## src/rtl/sns_pkg.sv

```systemverilog
package sns_pkg;

  localparam int WINDOW_DEPTH        = 5;
  localparam int FILL_WIDTH          = $clog2(WINDOW_DEPTH + 1);
  localparam int COUNT_WIDTH_DEFAULT = 16;
  localparam int KEPT_COUNT_WIDTH    = 16;

  localparam logic [4:0] NAL_TYPE_MASK = 5'h1F;
  localparam logic [4:0] NAL_TYPE_SEI  = 5'h06;
  localparam logic [4:0] NAL_TYPE_SPS  = 5'h07;
  localparam logic [4:0] NAL_TYPE_PPS  = 5'h08;

  localparam logic [7:0] SC_ZERO = 8'h00;
  localparam logic [7:0] SC_ONE  = 8'h01;

  typedef struct packed {
    logic [7:0] in_byte;
    logic       end_of_packet;
  } in_item_t;

  typedef struct packed {
    logic [7:0]                  out_byte;
    logic                        byte_valid;
    logic                        key_frame;
    logic [4:0]                  nal_type;
    logic [KEPT_COUNT_WIDTH-1:0] kept_count;
    logic                        packet_done;
  } out_item_t;

endpackage

```

## src/rtl/h264_sei_nal_stripper.sv

```systemverilog
// H.264 Annex B SEI stripper. Packet bytes arrive one per transfer on the data
// channel (end_of_packet on the final byte); every kept byte leaves as one
// transfer on the result channel, together with the running key-frame flag,
// the most recent NAL type and the kept-byte count. SEI NAL units (type 6)
// are removed together with their 3- or 4-byte start code. Start codes are
// recognized in a five-byte look-ahead window, so a byte leaves four bytes
// after it enters. Rate: one byte per clock while the packet streams and the
// result channel does not stall. At the end of a packet the window, which holds
// at most five bytes, drains through the single judge stage one byte per clock
// unless the result channel stalls, and the block accepts the next packet only
// once the window has drained and, when the last drained byte is dropped, an
// end-only marker (byte_valid = 0, packet_done = 1) has been sent instead.
// The kept count saturates at 2^COUNT_WIDTH - 1 and kept_count shows its low
// 16 bits. All per-packet state clears after the final result of a packet.
module h264_sei_nal_stripper #(
  parameter int COUNT_WIDTH = sns_pkg::COUNT_WIDTH_DEFAULT
) (
  input  logic              clk,
  input  logic              rst,
  input  logic              data_valid,
  output logic              data_ready,
  input  sns_pkg::in_item_t data,
  output logic              result_valid,
  input  logic              result_ready,
  output sns_pkg::out_item_t result
);
  import sns_pkg::*;

  // Look-ahead window and per-packet state
  logic [7:0]             window [WINDOW_DEPTH];
  logic [FILL_WIDTH-1:0]  fill;
  logic                   flushing;
  logic                   dropping;
  logic                   param_set_seen;
  logic [4:0]             last_nal_type;
  logic [COUNT_WIDTH-1:0] kept_total;

  logic [7:0]             window_next [WINDOW_DEPTH];
  logic [7:0]             base [WINDOW_DEPTH];
  logic [FILL_WIDTH-1:0]  fill_next;
  logic [FILL_WIDTH-1:0]  push_pos;
  logic                   flushing_next;
  logic                   dropping_next;
  logic                   param_set_seen_next;
  logic [4:0]             last_nal_type_next;
  logic [COUNT_WIDTH-1:0] kept_total_next;

  // Judge logic for the oldest window byte
  logic                   can_emit;
  logic                   judge_en;
  logic                   mark_en;
  logic                   push;
  logic                   sc3;
  logic                   sc4;
  logic [4:0]             sc_type;
  logic                   j_dropping;
  logic                   j_pset;
  logic [4:0]             j_type;
  logic [COUNT_WIDTH-1:0] j_total;
  logic                   kept;
  logic                   last_byte;
  logic                   clear_pkt;
  logic [31:0]            j_total_ext;
  logic [31:0]            total_ext;

  out_item_t result_next;

  // The output register can take a new result when empty or being drained.
  assign can_emit = !result_valid || result_ready;

  // Judge the oldest byte once four bytes follow it, or while draining.
  assign judge_en = can_emit &&
                    ((fill == FILL_WIDTH'(WINDOW_DEPTH)) ||
                     (flushing && (fill != '0)));
  // Drained window with the last byte dropped: send the end-only marker.
  assign mark_en  = can_emit && flushing && (fill == '0);

  assign data_ready = !flushing && ((fill != FILL_WIDTH'(WINDOW_DEPTH)) || can_emit);
  assign push       = data_valid && data_ready;

  // Start code detection; positions past the fill never match.
  assign sc3 = (fill >= FILL_WIDTH'(4)) && (window[0] == SC_ZERO) &&
               (window[1] == SC_ZERO) && (window[2] == SC_ONE);
  assign sc4 = (fill >= FILL_WIDTH'(5)) && (window[0] == SC_ZERO) &&
               (window[1] == SC_ZERO) && (window[2] == SC_ZERO) &&
               (window[3] == SC_ONE);
  assign sc_type = sc4 ? (window[4][4:0] & NAL_TYPE_MASK)
                       : (window[3][4:0] & NAL_TYPE_MASK);

  always_comb begin
    j_dropping = dropping;
    j_pset     = param_set_seen;
    j_type     = last_nal_type;
    if (sc3 || sc4) begin
      j_type     = sc_type;
      j_dropping = (sc_type == NAL_TYPE_SEI);
      if ((sc_type == NAL_TYPE_SPS) || (sc_type == NAL_TYPE_PPS)) begin
        j_pset = 1'b1;
      end
    end
  end

  assign kept    = !j_dropping;
  // Saturate the kept count.
  assign j_total = (kept && (kept_total != '1)) ? kept_total + COUNT_WIDTH'(1)
                                                : kept_total;
  assign j_total_ext = 32'(j_total);
  assign total_ext   = 32'(kept_total);

  // The final byte of a drain carries packet_done when kept.
  assign last_byte = flushing && (fill == FILL_WIDTH'(1));
  assign clear_pkt = (judge_en && last_byte && kept) || mark_en;

  // Shift the window down when the oldest byte is judged.
  always_comb begin
    for (int i = 0; i < WINDOW_DEPTH - 1; i++) begin
      base[i] = judge_en ? window[i + 1] : window[i];
    end
    base[WINDOW_DEPTH-1] = judge_en ? 8'h00 : window[WINDOW_DEPTH-1];
  end

  assign push_pos = judge_en ? fill - FILL_WIDTH'(1) : fill;

  always_comb begin
    for (int i = 0; i < WINDOW_DEPTH; i++) begin
      window_next[i] = (push && (FILL_WIDTH'(i) == push_pos)) ? data.in_byte : base[i];
    end
  end

  always_comb begin
    fill_next           = fill;
    flushing_next       = flushing;
    dropping_next       = dropping;
    param_set_seen_next = param_set_seen;
    last_nal_type_next  = last_nal_type;
    kept_total_next     = kept_total;
    if (judge_en) begin
      fill_next           = fill - FILL_WIDTH'(1);
      dropping_next       = j_dropping;
      param_set_seen_next = j_pset;
      last_nal_type_next  = j_type;
      kept_total_next     = j_total;
    end
    if (push) begin
      fill_next = push_pos + FILL_WIDTH'(1);
      if (data.end_of_packet) begin
        flushing_next = 1'b1;
      end
    end
    if (clear_pkt) begin
      fill_next           = '0;
      flushing_next       = 1'b0;
      dropping_next       = 1'b0;
      param_set_seen_next = 1'b0;
      last_nal_type_next  = '0;
      kept_total_next     = '0;
    end
  end

  // Result contents: a kept byte or the end-only marker.
  always_comb begin
    if (mark_en) begin
      result_next.out_byte    = 8'h00;
      result_next.byte_valid  = 1'b0;
      result_next.key_frame   = param_set_seen;
      result_next.nal_type    = last_nal_type;
      result_next.kept_count  = total_ext[KEPT_COUNT_WIDTH-1:0];
      result_next.packet_done = 1'b1;
    end else begin
      result_next.out_byte    = window[0];
      result_next.byte_valid  = 1'b1;
      result_next.key_frame   = j_pset;
      result_next.nal_type    = j_type;
      result_next.kept_count  = j_total_ext[KEPT_COUNT_WIDTH-1:0];
      result_next.packet_done = last_byte;
    end
  end

  always_ff @(posedge clk) begin
    window <= window_next;
    if ((judge_en && kept) || mark_en) begin
      result <= result_next;
    end
  end

  always_ff @(posedge clk) begin
    if (rst) begin
      fill           <= '0;
      flushing       <= 1'b0;
      dropping       <= 1'b0;
      param_set_seen <= 1'b0;
      last_nal_type  <= '0;
      kept_total     <= '0;
      result_valid   <= 1'b0;
    end else begin
      fill           <= fill_next;
      flushing       <= flushing_next;
      dropping       <= dropping_next;
      param_set_seen <= param_set_seen_next;
      last_nal_type  <= last_nal_type_next;
      kept_total     <= kept_total_next;
      // Hold a waiting result, load a new one, or drop valid once taken.
      if ((judge_en && kept) || mark_en) begin
        result_valid <= 1'b1;
      end else if (result_ready) begin
        result_valid <= 1'b0;
      end
    end
  end

  // No new byte enters while the window drains.
  a_no_accept_in_drain: assert property (@(posedge clk) disable iff (rst)
    flushing |-> !data_ready)
    else $error("byte accepted during window drain");

  // The window never holds more than five bytes.
  a_fill_bound: assert property (@(posedge clk) disable iff (rst)
    fill <= FILL_WIDTH'(WINDOW_DEPTH))
    else $error("window fill out of range");

  // An end-only marker always closes a packet and carries no byte.
  a_marker_form: assert property (@(posedge clk) disable iff (rst)
    (result_valid && !result.byte_valid) |-> (result.packet_done && (result.out_byte == 8'h00)))
    else $error("malformed end marker");

  // Closing a packet clears the per-packet state.
  a_clear_after_done: assert property (@(posedge clk) disable iff (rst)
    clear_pkt |=> (!flushing && (kept_total == '0) && (last_nal_type == '0)))
    else $error("packet state not cleared");

endmodule

```

## config.mk

```make
export PLATFORM = sky130hd
export DESIGN_NAME = h264_sei_nal_stripper
export DESIGN_NICKNAME = d
export VERILOG_FILES = /design/src/rtl/sns_pkg.sv /design/src/rtl/h264_sei_nal_stripper.sv
export SDC_FILE = /design/constraint.sdc
export NUM_CORES = 1
export LEC_CHECK = 0
export ABC_AREA = 0
export BUFFER_PORTS_ARGS = -buffer_cell sky130_fd_sc_hd__buf_2
export CORE_ASPECT_RATIO = 1.25
export CORE_MARGIN = 2
export CORE_UTILIZATION = 44
export CTS_CLUSTER_SIZE = 14
export DETAILED_ROUTE_END_ITERATION = 16
export SKIP_CTS_REPAIR_TIMING = 1
export SLEW_MARGIN = 10
export SYNTH_ARGS = -nofsm -noshare
export SYNTH_HDL_FRONTEND = slang
export SYNTH_SLANG_ARGS = --single-unit
```

## constraint.sdc

```tcl
create_clock -name clk -period 3.6 [get_ports clk]
set_clock_uncertainty 0.1 [all_clocks]
set_input_delay 0.72 -clock clk [delete_from_list [all_inputs] [get_ports clk]]
set_output_delay 0.72 -clock clk [all_outputs]
set_load 0.05 [all_outputs]
```

==> results of run 1 <==
[where the power goes]
part	switching, µW	internal [µW]	total [µW]
combinational	866	380	1250
clock	401	536	937
sequential	128	1630	1760
total	1390	2540	3940
[area by class of cell]
type                    instances  share of cell area
multi-input cells             282               0.357
clock buffers                  11              0.0428
flip-flops and latches        100               0.500
inverters                      12             0.00828
clock inverters                 5             0.00943
repair buffers                 53              0.0520
well taps                     132              0.0304
[through the flow]
| step | worst slack (ps) | total power (µW) | cells |
|---|---|---|---|
| after floorplan | 277 | 2720 | 406 |
| after CTS | 432 | 3980 | 595 |
| after global placement | 507 | 3020 | 579 |
| after global routing | 130 | 4140 | 595 |
| after detailed placement | 432 | 3040 | 579 |
| final | 466 | 3940 | 595 |
[sequential cells by signal (all words and copies together) (netlist names)]
| signal | cells |
|---|---|
| param_set_seen | 1 |
| dropping | 1 |
| flushing | 1 |
| result | 32 |
| kept_total | 16 |
| last_nal_type | 5 |
| fill | 3 |
| window | 40 |
| result_valid | 1 |
[per-layer routing]
metal | wire length, µm | global-route usage | up-vias
li1 | - | - | 1622
met2 | 5070 | 0.309 | 55
met1 | 3890 | 0.179 | 1589
met4 | 262 | 0.0827 | 0
met3 | 268 | 0.0254 | 19
met5 | 0 | 0 | -
[cell families after synthesis]
kind of cell,count (synthesis),share of synthesized area
DFF,100,0.571
xor gates and xnor gates,17,0.0312
AOI/OAI and AO/OA,65,0.0895
buffers and inverters,24,0.0218
muxes,39,0.0916
adders and majority gates,9,0.0236
and+or+nand+nor,152,0.171
[tightest hold or removal path: stages (launching register included)]
cell and delay (ps):
dfxtp_1 300, inv_1 50, a21oi_1 50
[Yosys cell counts (3+ instances only)]
library cell	count	area, µm²
nor2_1	32	120
or3_1	15	93.8
nand2_1	22	82.6
and3_1	4	25.0
or4_1	4	30.0
a211oi_1	3	22.5
nor3_1	16	80.1
mux2_2	36	405
nand3_1	16	80.1
and2_1	19	119
inv_1	12	45.0
nor2b_1	3	18.8
ha_1	9	113
o31ai_1	5	37.5
o21ai_1	4	20.0
a21oi_1	23	115
o21ai_0	14	70.1
edfxtp_1	72	2160
nand4_1	6	37.5
dfxtp_1	28	561
buf_2	5	25.0
or2_2	3	18.8
xor2_1	15	131
clkbuf_1	6	22.5
nor4_1	5	31.3
[cell usage in the layout, fill, tap and decap left out, types with 7 or more instances in the layout]
master / instances
edfxtp_1: 72
buf_2: 46
mux2_2: 36
nor2_1: 32
dfxtp_1: 28
a21oi_1: 23
nand2_1: 22
and2_1: 19
nor3_1: 16
nand3_1: 16
or3_1: 15
xor2_1: 15
o21ai_0: 14
inv_1: 12
ha_1: 9
clkbuf_16: 9
buf_4: 7
[worst max path at each step]
stage | start | endpoint | cells past startpoint
after CTS | window[11]$_DFFE_PP_ | dropping$_SDFFE_PP0P_ | 8
after floorplan | result_ready | window[0]$_SDFFCE_PN0P_ | 7
after global routing | fill[0]$_SDFF_PP0_ | window[7]$_SDFFCE_PN0P_ | 10
after detailed placement | result_ready | window[7]$_SDFFCE_PN0P_ | 8
final | window[11]$_DFFE_PP_ | dropping$_SDFFE_PP0P_ | 8
after global placement | result_ready | window[5]$_SDFFCE_PN0P_ | 8
==> run metrics, run 1 <==
status=finished clean; CTS sink count=100; worst r2r src=window[11]$_DFFE_PP_; Post-synth top flop=edfxtp_1; gr ovfl total=0; CP bufs+invs=1; pwr/cell area=just over 700 nW/µm²; crit path capture type=flip-flop; DP HPWL=6950 µm; Arr. time, crit path=between 3000 and 4000 ps; sequential cell area=2720 µm²; die width=just under 100 µm; critical path type=reg2reg; Yosys reg bits=100; DIE AREA=11700 µm²; drt total wl=9500 µm; most used cell, CP=nand2_1; clk root buf=clkbuf_16; dpl cell area=5160 µm²; effective utilization at floorplan=0.451; drt first pass iters=4; Mapped Nets=428; crit path max fanout=21; hold_ws=roughly 350 ps; largest net degree at the start of global routing=23; Reg2Reg Depth=8; clk_lat worst skew=~340 ps; RSZ-0062 raised after global routing=no; Yosys warning total=0; number of global-route vias before repair=between 3k and 4k; CTS tree=built; Avg Inst Size Synth=11.7 µm²; Fillers=936; initial antenna violation count=0; htree depth=3; IO Pins=47; Area Growth Syn to Fin=14.1%; Post-Syn Area=between 4000 and 5000 µm²; Iter 0 DRT Violations=97; Setup-failing EPs final=0; Worst Hold End=param_set_seen$_SDFFE_PP0P_; flop2flop setup slack=roughly 470 ps; Leakage=just under 0.002 µW; final instance area=5440 µm²; Antenna Cells=0; number of CTS-inserted buffers=9; Vias/cell=around 5.5; count of different cell masters after synthesis=50; FMAX=319 MHz; HP Start=param_set_seen$_SDFFE_PP0P_; hold depth=2; Core ar.=~11000 µm²; Post-synth ARST share=0; post-route ant nets=0; Total GRT Usage=0.165; clk buf depth=2; Crit-path slowest cell=o41ai_1; number of nets in the layout=480; layout cells sized above 1=0.238; Period minus WS final=approximately 3100 ps; first-pass GRT wire length=15100 µm; clock slew at reported path FFs=70 ps; max cap viols=0; # port buffers=46; routability cong.=0.802; relative slew slack=0.281; Worst Tran Pin Value=1070 ps; Gate Count Post-Synth=406; number of remaining DRC errors=0; Final Max Slew Viols=0; register area share after synthesis=0.571; Post-synth EDFFs=72; Worst IR Drop VDD=376 µV; Final Hold Viols=0; crit share post-route=0.870; CP cell instances=nor4b_2, nand4_2, o41ai_1, nand2_1, o21ai_4, nand2_1, buf_4, nor3_1; row cnt=between 40 and 50; Die H=120 µm; crit-path max cell delay=600 ps; Worst path top cell family by delay=simple AND/OR/NAND/NOR gates; worst path required time=about 3800 ps; setup tns final=0 ps; kind of start point of the critical path=flip-flop; vias post-DR=roughly 3.3k; Hold Path Class=reg2reg; footprint of the multi-input gates=1940 µm²; Layout Utilization=0.515; r2r endpoint=dropping$_SDFFE_PP0P_; WL/cell=~16 µm
(Power assumes the default switching activity.)
==> run 2: changes to the inputs <==
BUFFER_PORTS_ARGS = default   (was -buffer_cell sky130_fd_sc_hd__buf_2)
DONT_BUFFER_PORTS = 1   (was default)
==> run metrics, run 2 (synthesized netlist as in run 1, its figures left out) <==
drt total wl=9540 µm (was 9500 µm); Total GRT Usage=0.169 (was 0.165); number of global-route vias before repair=3044 (was 3103); max cap viols=0 (unchanged); clk_lat worst skew=340 ps (about the same); clk root buf=clkbuf_16 (unchanged); Final Power=3880 µW (was 3940 µW); Final Max Slew Viols=0 (unchanged); die width=97.1 µm (unchanged); relative slew slack=0.307 (was 0.281); Antenna Cells=0 (unchanged); drt first pass iters=4 (unchanged); Leakage=0.00182 µW (was 0.00198 µW); Core ar.=10600 µm² (unchanged); CTS tree=built (unchanged); flop2flop setup slack=440 ps (was 470 ps); pwr/cell area=740 nW/µm² (was 724 nW/µm²); critical path type=reg2reg (unchanged); clock slew at reported path FFs=70 ps (about the same); Setup-failing EPs final=0 (unchanged); WL/cell=17.4 µm (was 16.0 µm); htree depth=3 (unchanged); number of remaining DRC errors=0 (unchanged); hold depth=1 (was 2); post-route ant nets=0 (unchanged); most common cell after layout, fill and taps aside=edfxtp_1 (unchanged); Arr. time, crit path=3340 ps (was 3290 ps); layout cells sized above 1=0.160 (was 0.238); largest net degree at the start of global routing=28 (was 23); Largest register FFs=40 (unchanged); Layout Utilization=0.497 (was 0.515); DIE AREA=11700 µm² (unchanged); Final Hold Viols=0 (unchanged); Worst IR Drop VDD=321 µV (was 376 µV); top flop regs=window (40), result (32), kept_total (16) (unchanged); worst r2r src=window[11]$_DFFE_PP_ (unchanged); IO Pins=47 (unchanged); number of CTS-inserted buffers=9 (unchanged); first-pass GRT wire length=15600 µm (was 15100 µm); Vias/cell=5.57 (was 5.52); routability cong.=0.843 (was 0.802); # port buffers=0 (was 46); commonest cells after routing, fill and taps aside=72 x edfxtp_1, 36 x mux2_2, 32 x nor2_1 (was 72 x edfxtp_1, 46 x buf_2, 36 x mux2_2); Hold Path Class=in2reg (was reg2reg); CTS sink count=100 (unchanged); crit path capture type=flip-flop (unchanged); kind of start point of the critical path=flip-flop (unchanged); initial antenna violation count=0 (unchanged); worst path required time=3770 ps (was 3760 ps); r2r endpoint=kept_total[14]$_SDFFE_PP0P_ (was dropping$_SDFFE_PP0P_); Reg2Reg Depth=8 (unchanged); setup tns final=0 ps (unchanged); HP Start=rst (was param_set_seen$_SDFFE_PP0P_); Die H=120 µm (unchanged); number of nets in the layout=436 (was 480); Iter 0 DRT Violations=110 (was 97); crit path max fanout=17 (was 21); FMAX=316 MHz (was 319 MHz); Area Growth Syn to Fin=10.1% (was 14.1%); largest register by flop count=window (unchanged); clk buf depth=2 (unchanged); row cnt=42 (unchanged); vias post-DR=3061 (was 3285); Worst Hold End=result_valid$_SDFFE_PP0P_ (was param_set_seen$_SDFFE_PP0P_); RSZ-0062 raised after global routing=no (unchanged); status=finished clean (unchanged); Period minus WS final=3160 ps (was 3130 ps); crit share post-route=0.879 (was 0.870); effective utilization at floorplan=0.451 (unchanged); Worst Tran Pin Value=1030 ps (was 1070 ps); DP HPWL=7090 µm (was 6950 µm); gr ovfl total=0 (unchanged)
-- run 2: how the worst max path moves through the flow --
stage / endpoint / start / slack, ps
2_1_floorplan: window[0]$_SDFFCE_PN0P_ / result_ready / 280
4_1_cts: result[30]$_SDFFCE_PP0P_ / window[32]$_DFFE_PP_ / 390
3_3_place_gp: result[28]$_SDFFCE_PP0P_ / window[32]$_DFFE_PP_ / 470
5_1_grt: result[1]$_DFFE_PP_ / window[24]$_DFFE_PP_ / 170
3_5_place_dp: result[30]$_SDFFCE_PP0P_ / window[32]$_DFFE_PP_ / 410
6_report: kept_total[14]$_SDFFE_PP0P_ / window[11]$_DFFE_PP_ / 440
-- run 2: final cells by class --
type,instances,area [µm²]
Inverter,12,45.0
Clock buffer,13,283
Multi-Input combinational cell,282,1940
Sequential cell,100,2720
Timing Repair Buffer,9,80.1
Fill cell,902,5310
Clock inverter,2,13.8
Tap cell,132,165
-- run 2: critical path, stage by stage, from the launching register on --
cell      delay, ps
edfxtp_1        510
nor4b_2         330
nand4_2         230
a2111o_1        600
a21oi_4         300
o21ai_4         160
buf_4           220
or4_1           500
a21oi_1         150
-- run 2: through the flow --
| step | area [µm²] | hold WS (ps) | setup WS (ps) | cells |
|---|---|---|---|---|
| CTS | 5250 | 330 | 387 | 550 |
| global route | 5250 | 326 | 173 | 550 |
| finish | 5250 | 342 | 437 | 550 |
| global placement | 4950 | 335 | 470 | 535 |
| floorplan | 4770 | 326 | 277 | 406 |
| detailed placement | 4950 | 347 | 408 | 535 |
-- run 2: power breakdown --
| part | internal, µW | switching, µW | total (µW) |
|---|---|---|---|
| sequential | 1640 | 467 | 2110 |
| combinational | 326 | 506 | 831 |
| clock | 551 | 395 | 946 |
-- run 2: layer usage --
layer | up-vias | global-route usage | routed length (µm)
met5 | - | 0 | 0
met4 | 0 | 0.0678 | 196
met3 | 16 | 0.0393 | 356
met2 | 60 | 0.308 | 5120
met1 | 1456 | 0.191 | 3880
li1 | 1529 | - | -
